## src/hw/rtl/smallest_three_quaternion_unpacker_core_assert.svh

```systemverilog
// assertion macros used by smallest_three_quaternion_unpacker_core
`ifndef SMALLEST_THREE_QUATERNION_UNPACKER_CORE_ASSERT_SVH
`define SMALLEST_THREE_QUATERNION_UNPACKER_CORE_ASSERT_SVH
`ifndef ASSERT_OFF
`define SQTQ_ASSERT_IMP(label, clk, rst_n, a, c) \
    label: assert property (@(posedge clk) disable iff (!rst_n) (a) |-> (c)) \
        else $error("assertion failed");
`define SQTQ_ASSERT_NXT(label, clk, rst_n, a, c) \
    label: assert property (@(posedge clk) disable iff (!rst_n) (a) |=> (c)) \
        else $error("assertion failed");
`else
`define SQTQ_ASSERT_IMP(label, clk, rst_n, a, c)
`define SQTQ_ASSERT_NXT(label, clk, rst_n, a, c)
`endif
`endif

```

## src/hw/rtl/sqtq_pkg.sv

```systemverilog
// ----------------------------------------------------------------------------
// sqtq_pkg
// shared constants and lane type of the smallest-three rotation decoder
// ----------------------------------------------------------------------------
package sqtq_pkg;

    localparam int FRAC_BITS = 14;
    localparam int BYTE_W    = 8;
    localparam int OUT_W     = 16;
    localparam int LANES     = 4;
    localparam int N_W       = FRAC_BITS + 1;          // root value 0 .. 2^FRAC_BITS
    localparam int STAGES    = N_W;                    // one cell per result bit
    localparam int BIT_W     = $clog2(STAGES);
    localparam int T_W       = 17;                     // squared byte or remainder
    localparam int M_W       = 18;                     // squared length
    localparam int ACC_W     = 2 * N_W + M_W + 4;      // candidate product, signed

    localparam logic [BYTE_W-1:0] TAG_BASE = 8'd252;
    localparam logic [M_W-1:0]    UNIT_SQ  = 18'd130050;

    localparam logic [1:0] SLOT_W = 2'd0;
    localparam logic [1:0] SLOT_X = 2'd1;
    localparam logic [1:0] SLOT_Y = 2'd2;
    localparam logic [1:0] SLOT_Z = 2'd3;

    // one root being resolved, one bit per cell
    typedef struct packed {
        logic [N_W-1:0]          n;     // bits resolved so far
        logic signed [ACC_W-1:0] p;     // (2n-1)^2 * m
        logic signed [ACC_W-1:0] q;     // (2n-1) * m
        logic [M_W-1:0]          m;
        logic [T_W-1:0]          t;
        logic                    neg;
    } lane_t;

endpackage

```

## src/hw/rtl/sqtq_cell.sv

```systemverilog
// ----------------------------------------------------------------------------
// sqtq_cell
// one step of the rounded root search: tries one result bit for one lane
// ----------------------------------------------------------------------------
module sqtq_cell
    import sqtq_pkg::*;
(
    input  logic             clk,
    input  logic             en,
    input  logic [BIT_W-1:0] bit_idx,
    input  lane_t            lane_in,
    output lane_t            lane_out
);

    logic signed [ACC_W-1:0] m_ext;
    logic signed [ACC_W-1:0] t_scaled;
    logic signed [ACC_W-1:0] cand_p;
    logic signed [ACC_W-1:0] cand_q;
    logic [N_W-1:0]          bit_mask;
    lane_t                   lane_next;

    // (2(n+b)-1)^2 m = p + 4b q + 4b^2 m, with b a power of two
    always_comb
    begin
        m_ext     = $signed({{(ACC_W-M_W){1'b0}}, lane_in.m});
        t_scaled  = $signed({{(ACC_W-T_W-2*FRAC_BITS-2){1'b0}}, lane_in.t,
                             {(2*FRAC_BITS+2){1'b0}}});
        bit_mask  = N_W'(1) << bit_idx;
        cand_p    = lane_in.p + (lane_in.q <<< ({1'b0, bit_idx} + (BIT_W+1)'(2)))
                    + (m_ext <<< ({1'b0, bit_idx} + {1'b0, bit_idx} + (BIT_W+1)'(2)));
        cand_q    = lane_in.q + (m_ext <<< ({1'b0, bit_idx} + (BIT_W+1)'(1)));
        lane_next = lane_in;
        if (cand_p <= t_scaled)
        begin
            lane_next.n = lane_in.n | bit_mask;
            lane_next.p = cand_p;
            lane_next.q = cand_q;
        end
    end

    // stage register
    always_ff @(posedge clk)
    begin
        if (en)
        begin
            lane_out <= lane_next;
        end
    end

endmodule

```

## config.mk

```make
export PLATFORM = sky130hd
export DESIGN_NAME = sqtq_cell
export DESIGN_NICKNAME = d
export VERILOG_FILES = /design/src/hw/rtl/smallest_three_quaternion_unpacker_core_assert.svh /design/src/hw/rtl/sqtq_pkg.sv /design/src/hw/rtl/sqtq_cell.sv
export SDC_FILE = /design/constraint.sdc
export NUM_CORES = 1
export LEC_CHECK = 0
export ABC_AREA = 1
export BUFFER_PORTS_ARGS = -buffer_cell sky130_fd_sc_hd__clkbuf_2
export CAP_MARGIN = 20
export CELL_PAD_IN_SITES_DETAIL_PLACEMENT = 2
export CELL_PAD_IN_SITES_GLOBAL_PLACEMENT = 2
export CORE_ASPECT_RATIO = 0.9
export CORE_MARGIN = 4
export CORE_UTILIZATION = 34
export CTS_CLUSTER_SIZE = 16
export DETAILED_ROUTE_END_ITERATION = 12
export GPL_TIMING_DRIVEN = 0
export PLACE_DENSITY_LB_ADDON = 0.1
export SYNTH_ARGS = -nofsm -noshare
export SYNTH_HDL_FRONTEND = slang
export SYNTH_SLANG_ARGS = --single-unit
```

## constraint.sdc

```tcl
create_clock -name clk -period 16 [get_ports clk]
set_input_delay 2.4 -clock clk [delete_from_list [all_inputs] [get_ports clk]]
set_output_delay 2.4 -clock clk [all_outputs]
set_load 0.005 [all_outputs]
```

======== Word-level counts from Yosys, hierarchy flattened ========
Cells that the tools add are included.
word-level totals
  flip-flop bits (word level) ............. 155
  bits of input ports ..................... 161
  output and inout bits ................... 155
  word-level logic and storage cells ...... 20
operators by class
  add/sub/neg operators ................... 7
  order comparisons ....................... 1
  shift operators ......................... 4
  multiplexer cells ....................... 1
  bitwise gates (word level) .............. 1
operators by type and width
  kind                                                                number
  52-bit adder                                                        3
  119-bit 2-to-1 mux                                                  1
  19-bit by 5-bit <<< shifter with 52-bit output                      2
  52-bit by 48-bit less-or-equal comparator with 1-bit output         1
  52-bit by 5-bit <<< shifter with 52-bit output                      1
  15-bit OR                                                           1
  1-bit by 4-bit << shifter with 15-bit output, first input constant  1
  4-bit by 1-bit adder with 5-bit output, second input constant       1
  4-bit by 2-bit adder with 5-bit output, second input constant       1
  4-bit by 4-bit adder with 5-bit output                              1
  5-bit by 2-bit adder with 5-bit output, second input constant       1

======== Longest topological paths before layout ========
  depth after elaboration ................. 6
  depth in mapped cells ................... 48
  mapped depth without buffers ............ 43

======== Least setup slack after synthesis ========
OpenSTA, ideal clock, no wires.
  path type ............................... input-to-reg
  start point ............................. input bit_idx[0]
  end point ............................... register lane_out[70] in the netlist's numbering, data pin
  library setup time ...................... 253 ps
  arrival time ............................ 8412 ps
  data required time ...................... 15747 ps
  setup slack ............................. 7335 ps
  cell stages on the path ................. 43
  buffers on the path ..................... 8
  cell sequence ........................... inv_2 -> buf_2 -> buf_1 -> buf_1 -> ha_1 -> clkbuf_1 -> inv_1 -> clkbuf_1 -> clkbuf_1 -> mux2i_1 -> nand2_1 -> o21ai_0 -> a21oi_1 -> fa_1 -> inv_1 -> ha_1 -> nand2_1 -> nand2_1 -> [... 7 more ...] -> ha_1 -> nand2_1 -> nor2_1 -> nand2_1 -> nor2_1 -> nand3_1 -> nor2_1 -> nand4_1 -> nor2_1 -> nand3_1 -> nor2_1 -> nand4_1 -> nand2_1 -> nand2_1 -> buf_2 -> buf_2 -> nand3_1 -> nand2_1
RTL lines
  element               RTL line         RTL
  start, declared       sqtq_cell.sv:10  input logic [BIT_W-1:0] bit_idx,
  end signal, assigned  sqtq_cell.sv:46  lane_out <= lane_next;
  end, declared         sqtq_cell.sv:12  output lane_t lane_out

==> flow_summary.yaml <==
outcome:
  outcome: "complete, no violations"
detailed_routing:
  wl_per_cell_um: 25.67
  ant_nets: 0
  drt_first_pass_iters: 6
  via_count: 24340
  via_per_inst: 5.587
  post-route-drc-count: 0
  wl_um: 111800
  drt_iter0_drc: 1919
worst_setup_path:
  slowest_delay_ps: 770
  critPathSlowestCell: "buf_1"
  crit_type: "input pin to register"
  cpMostUsedCell: "nand2_1"
  critPathMaxFanout: 11
  startpoint_type: "input pin"
  worst_setup_path_end_kind: "register"
  critical_path_required_ps: 16240
  worst_ep_arrival_time_ps: 14130
floorplan:
  start_util_pct: 34.32
  coreArea_um2: 58330
  ios: 316
  row_count: 84
  die_w_um: 263.8
  die_y_um: 238.2
  dieArea_um2: 62840
sta:
  setup_viol: 0
  slew_viol_final: 0
  tightestPinTransition_ps: 1131
  rsz0062_at_grt: "false"
  setup_tns_ps: 0
  period_share_pct: 86.81
  slew_headroom_pct: 23.94
  period_minus_slack_ps: 13890
  max_freq_mhz: 72.00
  hold_viol: 0
finish:
  antenna_cells: 0
  largest_register_ff_count: 155
  design_area_um2: 23200
  syn_to_final_growth_pct: 15.90
  nNetsFinal: 3906
  regMostFlops: "lane_out"
  reg.largest.list: "lane_out x155"
  layout_commonest_cell: "nand2_1"
  drive_gt1_share_pct: 10.75
  layout_common_cells: "nand2_1, inv_1, clkbuf_2, nand3_1, o21ai_0"
grt:
  grt_max_degree: 87
  antenna_found_initial: 2
  grt_pass1_vias: 25840
  overflow: 0
  grt_first_pass_wirelength_um: 165100
  track_usage_pct: 34.65
clock_tree:
  cts_resized: 0
  clk_path_buf_depth: 2
  hold_buffers: 0
  clkTransAtPathRegs_ps: 80
  cts_tree: "built"
  h-tree-depth: 4
  cts.sinks: 155
  clock-root-buffer: "clkbuf_16"
  cts_buffers: 17
  postCtsSetupBuffers: 0
logic_synthesis:
  yosys_warnings: 0
  mappedNetlistArea_um2: 20020
  ys_seq_elements: 155
  ys_types: 43
  synth_cells: 3233
  synth_nets: 3570
  ys_seq_area_share_pct: 23.25
  syn-mean-instance-area_um2: 6.193
min_path:
  hold_path.class: "input pin to register"
pwr:
  power.density_nw_per_um2: 141.2
  vdd_ir_drop_max_v: 0.00007108
  leakage_nw: 12.22
placement:
  place_congestion: 1.006
  portBuffers: 315
  hpwlAfterDp_um: 95810
  dpl_cell_area_um2: 22620
flow_run:
  cap_violations: 0
cell usage after synthesis:
library cell	n	share of area, %
or2_1	1	0.031
nand3b_1	8	0.30
a31oi_1	26	0.81
o221ai_1	2	0.088
a21boi_0	7	0.26
nor3_1	44	1.1
a211oi_1	1	0.038
a21oi_2	1	0.044
buf_1	32	0.60
o211ai_1	18	0.67
buf_4	4	0.15
inv_2	3	0.056
and2_1	3	0.094
inv_1	461	8.6
clkbuf_1	68	1.3
mux2i_1	12	0.60
o31ai_1	2	0.075
xnor2_1	29	1.3
a21o_1	11	0.41
a211o_1	1	0.044
and3_1	3	0.094
nand2_1	1108	21
nand3_1	290	7.2
fa_1	50	5.0
xor2_1	41	1.8
nor4_1	8	0.25
a221oi_1	2	0.088
o211a_1	1	0.050
o21ai_0	260	6.5
nand4_1	27	0.84
a21oi_1	146	3.6
buf_2	23	0.57
nor2_1	229	4.3
nand2_2	1	0.031
or2_2	3	0.094
edfxtp_1	155	23
ha_1	126	7.9
nand3_2	1	0.050
o21a_1	4	0.15
o21bai_1	16	0.60
buf_6	3	0.17
clkinv_1	1	0.019
o31a_1	1	0.044
cell type report:
type,count,area [µm²]
tap,774,968.4
fill,7344,35130
clock inverter,14,157.7
buffer,130,554.3
inverter,465,1745
timing repair buffer,317,1628
multi-input combinational,2483,13070
clock buffer,18,429.2
sequential,155,4654
final timing paths:
check | startpoint | endpoint | slack [ps] | cells after the start
min | lane_in[3] | lane_out[3] | 2090 | 1
max | bit_idx[0] | lane_out[123] | 2110 | 42
routing by layer:
| metal | vias up | global-route usage [%] | routed length [µm] |
|---|---|---|---|
| met5 | - | 0 | 0 |
| met4 | 0 | 8.179 | 2576 |
| met3 | 122 | 7.619 | 8818 |
| met2 | 854 | 55.41 | 49760 |
| met1 | 12220 | 48.15 | 50690 |
| li1 | 11140 | - | - |
worst max-delay path: cells and delay by family:
family	cells	cell delay, ps
xor+xnor	1	270
buf+inv	12	4100
simple gates	21	4200
fa+ha+maj	4	1680
compound gates	4	1450
per-stage QoR:
step,setup WS (ps),std cells,power [W],util (%),hold slack (ps)
final,2110,4356,0.003276,39.78,2088
after CTS,2563,4356,0.003243,39.78,2059
after detailed placement,2133,4324,0.002765,38.78,2593
after global placement,2517,4322,0.002613,38.69,2579
after global routing,1647,4356,0.003512,39.78,2071
after floorplan,7335,3233,0.001902,-,2499
cell families (layout without fill, tap and decap cells):
logic type                 after synthesis  count (layout)  share of synthesized area, %
adders and majority gates              176             176                         12.87
xor gates and xnor gates                70              70                         3.062
DFF                                    155             155                         23.25
muxes                                   12              12                        0.5999
and+or+nand+nor                       1726            1726                         35.20
AOI/OAI and AO/OA                      499             499                         13.53
buffers and inverters                  595             944                         11.49
power breakdown:
| part | internal (W) | total [W] | switching, W |
|---|---|---|---|
| clock | 0.000234 | 0.000447 | 0.000213 |
| sequential | 0.000620 | 0.000660 | 0.0000402 |
| combinational | 0.000636 | 0.00217 | 0.00153 |
| total | 0.00149 | 0.00328 | 0.00179 |
Note: power is estimated with default switching activity, not from simulation.
